===== config.mk =====
export PLATFORM = sky130hd
export DESIGN_NAME = frequency_ordered_lookup_table
export DESIGN_NICKNAME = d
export VERILOG_FILES = /design/src/hdl/fol_pkg.sv /design/src/hdl/frequency_ordered_lookup_table.sv
export SDC_FILE = /design/constraint.sdc
export NUM_CORES = 2
export LEC_CHECK = 0
export BUFFER_PORTS_ARGS = -buffer_cell sky130_fd_sc_hd__clkbuf_2
export CAP_MARGIN = 0
export CORE_ASPECT_RATIO = 1.25
export CORE_UTILIZATION = 55
export CTS_BUF_LIST = sky130_fd_sc_hd__clkbuf_4 sky130_fd_sc_hd__clkbuf_8 sky130_fd_sc_hd__clkbuf_16
export DETAILED_ROUTE_END_ITERATION = 7
export PLACE_DENSITY = 0.74
export REMOVE_ABC_BUFFERS = 1
export SLEW_MARGIN = 20
export SYNTH_ARGS = -nofsm -noshare
export SYNTH_HDL_FRONTEND = slang
export SYNTH_SLANG_ARGS = --single-unit

===== constraint.sdc =====
create_clock -name i_clk -period 8.8 [get_ports i_clk]
set_input_delay 0.44 -clock i_clk [delete_from_list [all_inputs] [get_ports i_clk]]
set_output_delay 0.44 -clock i_clk [all_outputs]
set_load 0.1 [all_outputs]

===== src/hdl/fol_pkg.sv =====
// Shared constants and types for the frequency-ordered lookup table.
package fol_pkg;

    localparam int FOL_DEPTH       = 64;
    localparam int FOL_KEY_WIDTH   = 32;
    localparam int FOL_COUNT_WIDTH = 16;

    localparam int KEY_PORT_W   = 32;
    localparam int POS_PORT_W   = 6;
    localparam int COUNT_PORT_W = 16;
    localparam int FILL_PORT_W  = 7;

    typedef logic [1:0] t_req;
    typedef logic [1:0] t_status;

    localparam t_req REQ_APPEND = 2'd0;
    localparam t_req REQ_LOCATE = 2'd1;
    localparam t_req REQ_READ   = 2'd2;

    localparam t_status ST_OK        = 2'd0;
    localparam t_status ST_NOT_FOUND = 2'd1;
    localparam t_status ST_FULL      = 2'd2;
    localparam t_status ST_EMPTY     = 2'd3;

endpackage


===== src/hdl/frequency_ordered_lookup_table.sv =====
// Frequency-ordered lookup table: sequencer, key/count memory and result register.
//
// Requests arrive on i_valid / o_stall with i_req_type, i_key and i_position; one result
// beat leaves on o_valid / i_stall with status, position, key, count and fill level.
// A request is taken only while the sequencer is idle; o_stall is high from the
// accepting edge until the result has been loaded into the output register.
// Append, no-operation and out-of-range read requests go from idle straight to the
// final state; a read of a held entry passes through a memory read state first. A
// locate reads one entry per cycle from the front until the key matches, then moves
// the entry forward one place per cycle while the neighbour count is less than or equal
// to its own, then writes it back; a single memory port pair serves both the search
// and the reorder.
// The result register frees the sequencer: the next request is taken while a beat
// still waits at the output. If the receiver stalls, the beat holds and a later
// result waits in the final state until the register is free.
// Reset clears the fill level and all handshake state; the memory contents are not
// cleared, as only entries below the fill level are ever read.
module frequency_ordered_lookup_table
    import fol_pkg::*;
#(
    parameter int DEPTH       = FOL_DEPTH,
    parameter int KEY_WIDTH   = FOL_KEY_WIDTH,
    parameter int COUNT_WIDTH = FOL_COUNT_WIDTH
) (
    input  logic                     i_clk,
    input  logic                     i_rst_n,
    input  logic                     i_valid,
    output logic                     o_stall,
    input  logic [1:0]               i_req_type,
    input  logic signed [31:0]       i_key,
    input  logic [5:0]               i_position,
    output logic                     o_valid,
    input  logic                     i_stall,
    output logic [1:0]               o_status,
    output logic [5:0]               o_position_out,
    output logic signed [31:0]       o_key_out,
    output logic [15:0]              o_count_out,
    output logic [6:0]               o_fill_out
);

    localparam int AW = (DEPTH > 1) ? $clog2(DEPTH) : 1;
    localparam int FW = $clog2(DEPTH + 1);
    localparam int KS = (KEY_WIDTH < KEY_PORT_W) ? KEY_WIDTH : KEY_PORT_W;
    localparam int CW = COUNT_WIDTH;
    localparam logic [CW-1:0] CMAX = '1;

    localparam logic [2:0] S_IDLE  = 3'd0;
    localparam logic [2:0] S_SCAN  = 3'd1;
    localparam logic [2:0] S_SHIFT = 3'd2;
    localparam logic [2:0] S_WR    = 3'd3;
    localparam logic [2:0] S_RD    = 3'd4;
    localparam logic [2:0] S_FIN   = 3'd5;

    logic [KS-1:0] key_mem [DEPTH];
    logic [CW-1:0] cnt_mem [DEPTH];

    logic [2:0]              r_state, n_state;
    logic [FW-1:0]           r_fill, n_fill;
    logic [AW-1:0]           r_idx, n_idx;
    logic [AW-1:0]           r_j, n_j;
    logic [KS-1:0]           r_key, n_key;
    logic [CW-1:0]           r_c, n_c;
    t_status                 r_res_st, n_res_st;
    logic [POS_PORT_W-1:0]   r_res_pos, n_res_pos;
    logic [KS-1:0]           r_res_key, n_res_key;
    logic [CW-1:0]           r_res_cnt, n_res_cnt;
    logic                    r_o_valid, n_o_valid;
    t_status                 r_o_st, n_o_st;
    logic [POS_PORT_W-1:0]   r_o_pos, n_o_pos;
    logic [KEY_PORT_W-1:0]   r_o_key, n_o_key;
    logic [COUNT_PORT_W-1:0] r_o_cnt, n_o_cnt;
    logic [FILL_PORT_W-1:0]  r_o_fill, n_o_fill;

    logic [KS-1:0]           r_q_key;
    logic [CW-1:0]           r_q_cnt;
    logic                    we;
    logic [AW-1:0]           w_addr;
    logic [KS-1:0]           w_key;
    logic [CW-1:0]           w_cnt;
    logic [AW-1:0]           rd_addr;
    logic [KS-1:0]           in_key;
    logic                    full;

    assign in_key = KS'($unsigned(i_key));
    assign full   = (r_fill == FW'(DEPTH));

    always_comb begin
        n_state   = r_state;
        n_fill    = r_fill;
        n_idx     = r_idx;
        n_j       = r_j;
        n_key     = r_key;
        n_c       = r_c;
        n_res_st  = r_res_st;
        n_res_pos = r_res_pos;
        n_res_key = r_res_key;
        n_res_cnt = r_res_cnt;
        n_o_valid = r_o_valid && i_stall;
        n_o_st    = r_o_st;
        n_o_pos   = r_o_pos;
        n_o_key   = r_o_key;
        n_o_cnt   = r_o_cnt;
        n_o_fill  = r_o_fill;
        we        = 1'b0;
        w_addr    = r_j;
        w_key     = r_key;
        w_cnt     = r_c;
        rd_addr   = '0;
        unique case (r_state)
            S_IDLE: begin
                if (i_valid) begin
                    n_key     = in_key;
                    n_res_key = in_key;
                    n_res_cnt = '0;
                    n_res_pos = '0;
                    n_res_st  = ST_OK;
                    case (i_req_type)
                        REQ_APPEND: begin
                            n_state = S_FIN;
                            if (full) begin
                                n_res_st = ST_FULL;
                            end else begin
                                we        = 1'b1;
                                w_addr    = AW'(r_fill);
                                w_key     = in_key;
                                w_cnt     = '0;
                                n_fill    = r_fill + FW'(1);
                                n_res_pos = POS_PORT_W'(r_fill);
                            end
                        end
                        REQ_LOCATE: begin
                            if (r_fill == '0) begin
                                n_res_st = ST_NOT_FOUND;
                                n_state  = S_FIN;
                            end else begin
                                rd_addr = '0;
                                n_idx   = '0;
                                n_state = S_SCAN;
                            end
                        end
                        REQ_READ: begin
                            n_res_pos = i_position;
                            if (32'(i_position) < 32'(r_fill)) begin
                                rd_addr = AW'(i_position);
                                n_state = S_RD;
                            end else begin
                                n_res_st  = ST_EMPTY;
                                n_res_key = '0;
                                n_state   = S_FIN;
                            end
                        end
                        default: begin
                            n_res_key = '0;
                            n_state   = S_FIN;
                        end
                    endcase
                end
            end
            S_SCAN: begin
                if (r_q_key == r_key) begin
                    n_c = (r_q_cnt == CMAX) ? r_q_cnt : r_q_cnt + CW'(1);
                    if (r_idx == '0) begin
                        n_j     = '0;
                        n_state = S_WR;
                    end else begin
                        rd_addr = r_idx - AW'(1);
                        n_j     = r_idx;
                        n_state = S_SHIFT;
                    end
                end else if (FW'(r_idx) + FW'(1) < r_fill) begin
                    rd_addr = r_idx + AW'(1);
                    n_idx   = r_idx + AW'(1);
                end else begin
                    n_res_st = ST_NOT_FOUND;
                    n_state  = S_FIN;
                end
            end
            S_SHIFT: begin
                if (r_q_cnt <= r_c) begin
                    we     = 1'b1;
                    w_addr = r_j;
                    w_key  = r_q_key;
                    w_cnt  = r_q_cnt;
                    n_j    = r_j - AW'(1);
                    if (r_j != AW'(1)) begin
                        rd_addr = r_j - AW'(2);
                    end else begin
                        n_state = S_WR;
                    end
                end else begin
                    n_state = S_WR;
                end
            end
            S_WR: begin
                we        = 1'b1;
                w_addr    = r_j;
                w_key     = r_key;
                w_cnt     = r_c;
                n_res_st  = ST_OK;
                n_res_pos = POS_PORT_W'(r_j);
                n_res_cnt = r_c;
                n_state   = S_FIN;
            end
            S_RD: begin
                n_res_key = r_q_key;
                n_res_cnt = r_q_cnt;
                n_state   = S_FIN;
            end
            S_FIN: begin
                if (!r_o_valid || !i_stall) begin
                    n_o_valid = 1'b1;
                    n_o_st    = r_res_st;
                    n_o_pos   = r_res_pos;
                    n_o_key   = KEY_PORT_W'(r_res_key);
                    n_o_cnt   = COUNT_PORT_W'(r_res_cnt);
                    n_o_fill  = FILL_PORT_W'(r_fill);
                    n_state   = S_IDLE;
                end
            end
            default: begin
                n_state = S_IDLE;
            end
        endcase
    end

    always_ff @(posedge i_clk) begin
        if (we) begin
            key_mem[w_addr] <= w_key;
            cnt_mem[w_addr] <= w_cnt;
        end
        r_q_key <= key_mem[rd_addr];
        r_q_cnt <= cnt_mem[rd_addr];
    end

    always_ff @(posedge i_clk) begin
        if (!i_rst_n) begin
            r_state   <= S_IDLE;
            r_fill    <= '0;
            r_o_valid <= 1'b0;
        end else begin
            r_state   <= n_state;
            r_fill    <= n_fill;
            r_o_valid <= n_o_valid;
        end
    end

    always_ff @(posedge i_clk) begin
        r_idx     <= n_idx;
        r_j       <= n_j;
        r_key     <= n_key;
        r_c       <= n_c;
        r_res_st  <= n_res_st;
        r_res_pos <= n_res_pos;
        r_res_key <= n_res_key;
        r_res_cnt <= n_res_cnt;
        r_o_st    <= n_o_st;
        r_o_pos   <= n_o_pos;
        r_o_key   <= n_o_key;
        r_o_cnt   <= n_o_cnt;
        r_o_fill  <= n_o_fill;
    end

    assign o_stall        = (r_state != S_IDLE);
    assign o_valid        = r_o_valid;
    assign o_status       = r_o_st;
    assign o_position_out = r_o_pos;
    assign o_key_out      = $signed(r_o_key);
    assign o_count_out    = r_o_cnt;
    assign o_fill_out     = r_o_fill;

    a_fill_bound: assert property (@(posedge i_clk) disable iff (!i_rst_n)
        32'(r_fill) <= DEPTH)
        else $error("fill level beyond depth");

    a_append_fill: assert property (@(posedge i_clk) disable iff (!i_rst_n)
        (r_state == S_IDLE && i_valid && i_req_type == REQ_APPEND && !full)
        |=> r_fill == $past(r_fill) + FW'(1))
        else $error("append did not advance fill level");

    a_shift_hole: assert property (@(posedge i_clk) disable iff (!i_rst_n)
        (r_state == S_SHIFT) |-> (r_j != '0 && FW'(r_j) < r_fill))
        else $error("reorder slot out of range");

endmodule


==> run_results.csv <==
group,metric,value,unit
status,status,"complete, but fails checks",
status,violations,"DRC",
clock_tree,cts-root-buf,"clkbuf_16",
place,placedInstanceArea,132700,µm²
setup_path,worstPathBufferInverterCount,2,
clock_tree,cts.sinks,3310,
floorplan,die_w,433.5,µm
timing,fmax,150.2,MHz
pwr,p_leak,46.08,nW
setup_path,path_cells,"xor2_1 -> nor4_1 -> nand4_1 -> or2_1 -> o22ai_1 -> a211oi_1 -> nor2_4 -> buf_4 -> or2_2 -> buf_4 -> a32oi_1 -> a22o_1 -> a311oi_1",
clock_tree,clock_path_buffers,4,
setup_path,cp_top_family,"compound AO/OA/AOI/OAI gates",
global_route,grt_max_degree,157,
job,max_cap_violations,0,
synthesis,ys_async_sr_fraction,0,
global_route,first_global_vias,72232,
timing,finalHoldViolCount,0,
global_route,use_met2,0.4672,
synthesis,ys_ff_latch,3310,
final_layout,fillers,15735,
synthesis,ys_types,68,
floorplan,coreArea,231000,µm²
setup_path,worstSetupEndpointType,"register",
routing,drcViolationCount,7,
routing,firstDrtPassIters,8,
setup_path,cp_data_required_time,9.45,ns
final_layout,design_area,142900,µm²
floorplan,fp.dieH,541.3,µm
pwr,p_per_area,247.0,nW/µm²
min_path,holdCritPathClass,"input pin to register",
timing,setup_viol,0,
floorplan,start_util,0.5541,
clock_tree,htreeDepth,5,
synthesis,yosysMostFrequentCell,"edfxtp_1",
final_layout,drive_gt1_frac,0.1575,
routing,vias,72796,
global_route,grt_pass1_wl,488.8,mm
setup_path,rr_worst_depth,13,
synthesis,synth_area_leaders,"edfxtp_1 (76%), mux4_2 (6.1%), nand2_1 (3.6%)",
floorplan,fp.dieArea,234600,µm²
setup_path,cpMostUsedCell,"buf_4",
synthesis,synth_top_area_share,0.7628,
setup_path,critPathSlowestCell,"a311oi_1",
synthesis,ys_seq_area_frac,0.7720,
setup_path,critPathMaxFanout,43,
timing,worst_pin_slew,1.233,ns
place,portBuffers,108,
place,globalplace.congestion,0.8797,
timing,slew_headroom,0.1762,
min_path,worstHoldPathCells,3,
global_route,grt_usage,0.2873,
setup_path,critPathKind,"register to register",
setup_path,cp.arrival,7.31,ns
routing,ant_nets,0,
clock_tree,cts_resized,0,
synthesis,ys_warn_count,0,
synthesis,netlist_instances,7506,
global_route,met1_usage,0.3692,
place,dpl.hpwl,189.3,mm
global_route,overflow,0,
clock_tree,clk_pin_slew_worst_paths,0.06,ns
synthesis,yosys-top-cells-count,"edfxtp_1 (3251), nand2_1 (1239), a21oi_1 (408)",
setup_path,crit_cells,13,
timing,grt_setup_unrepaired,"no",
floorplan,pin_count,109,
timing,period_minus_slack,6.656,ns
final_layout,syn2layout_area_growth,11.63,%
clock_tree,cts_setup_buffers,0,
pwr,ir_worst_vdd,0.1854,mV
timing,finClkSkew,0.05253,ns
routing,wl,338.9,mm
routing,drt-vias-per-instance,6.618,
synthesis,postSynth.topFlopCell,"edfxtp_1",
setup_path,slowest_delay,0.82,ns
synthesis,synth_edf_count,3251,
clock_tree,cts_tree,"built",
timing,whs,0.06467,ns
setup_path,worst_setup_path_start_kind,"register",
clock_tree,worstSkewPairLatency,0.88,ns
routing,wl_per_cell,30.81,µm
final_layout,nets,7770,
global_route,top_usage_layer,"met2",
routing,drtIter0Drc,10886,
synthesis,syn_avg_cell_area,17.05,µm²
global_route,antenna_found_initial,11,
synthesis,synth_top_cell_by_area,"edfxtp_1",
timing,fin_crit_sh,0.7564,
clock_tree,postCtsHoldBufs,35,
synthesis,netlist_area,128000,µm²
setup_path,reg2reg_slack,2.14,ns
timing,maxSlewViolCount,0,
global_route,grtUsageMet3,0.06926,
floorplan,rows,197,
clock_tree,cts_inserted_buffers,298,
[state kept, by name, summed over array words and instances (netlist names), 2 cells and up]
signal,flops
r_fill,7
r_res_st,2
o_status,2
r_res_pos,6
o_position_out,6
r_c,16
r_idx,6
cnt_mem,1024
r_q_key,32
r_res_key,32
r_j,6
o_fill_out,7
o_key_out,32
r_state,3
r_res_cnt,16
o_count_out,16
r_q_cnt,16
key_mem,2048
r_key,32
[area by class of cell]
class	instances	area, µm²	share of cell area
inverter	70	262.8	0.001839
tap	3084	3859	0.02701
multi-input combinational	3652	27480	0.1923
antenna	2	5.005	0.00003503
clock buffer	369	8154	0.05707
clock inverter	160	1516	0.01061
timing repair buffer	352	2793	0.01955
sequential	3310	98800	0.6916
[where the power goes]
part,leakage (nW),internal (W),switching [W]
Clock,4.81,0.00737,0.00561
Sequential,29.8,0.0180,0.000290
Combinational,11.4,0.00112,0.00291
Total,46.1,0.0265,0.00881
[logic make-up (layout without fill, tap and decap cells)]
family,Yosys count,count (layout),share of synthesized area
flops,3310,3310,0.7720
simple gates,1778,1778,0.05744
compound gates,1290,1290,0.07173
buf+inv,544,951,0.01931
mux,479,479,0.07110
xor+xnor,63,63,0.004311
fa+ha+maj,42,42,0.004106
other cells,0,2,0
[through the flow]
| step | setup WS (ns) | setup TNS [ns] | total power (W) | std cells | utilization |
|---|---|---|---|---|---|
| global placement | 2.143 | 0 | 0.02241 | 10431 | 0.5745 |
| detailed placement | 2.476 | 0 | 0.02251 | 10433 | 0.5747 |
| CTS | 2.471 | 0 | 0.03526 | 10997 | 0.6181 |
| floorplan | -57.90 | -2703.99 | 0.02281 | 7032 | - |
| finish | 2.144 | 0 | 0.03528 | 10999 | 0.6186 |
| global route | 2.096 | 0 | 0.03611 | 10998 | 0.6186 |
[final timing paths]
check	startpoint	to
min	i_position[4]	r_res_pos[4]
max	r_q_key[3]	r_q_key[13]
max reg2reg	r_q_key[3]	r_q_key[13]
min reg2reg	r_res_key[12]	o_key_out[12]
[placed cells by master (no fill, tap or decap), drive strengths merged, types with 126 or more instances in the layout]
| cell | n |
|---|---|
| a21oi | 408 |
| a22oi | 275 |
| a32oi | 126 |
| buf | 209 |
| clkbuf | 477 |
| clkinv | 126 |
| edfxtp | 3251 |
| mux2i | 134 |
| mux4 | 344 |
| nand2 | 1239 |
| nand3 | 317 |
[routing by layer]
metal  up-vias  share of wire
met1     36663           0.35
met5         -        0.00032
met4        16          0.049
met2      5153           0.48
met3       879           0.12
li1      30085              -
[worst reg2reg max path, stage by stage (launching register included)]
cell and delay [ns]:
dfxtp_1 0.79, xor2_1 0.46, nor4_1 0.43, nand4_1 0.44, or2_1 0.52, o22ai_1 0.33, a211oi_1 0.21, nor2_4 0.33
buf_4 0.68, or2_2 0.25, buf_4 0.53, a32oi_1 0.27, a22o_1 0.40, a311oi_1 0.83
No activity file was read; power rests on OpenSTA's default activity.
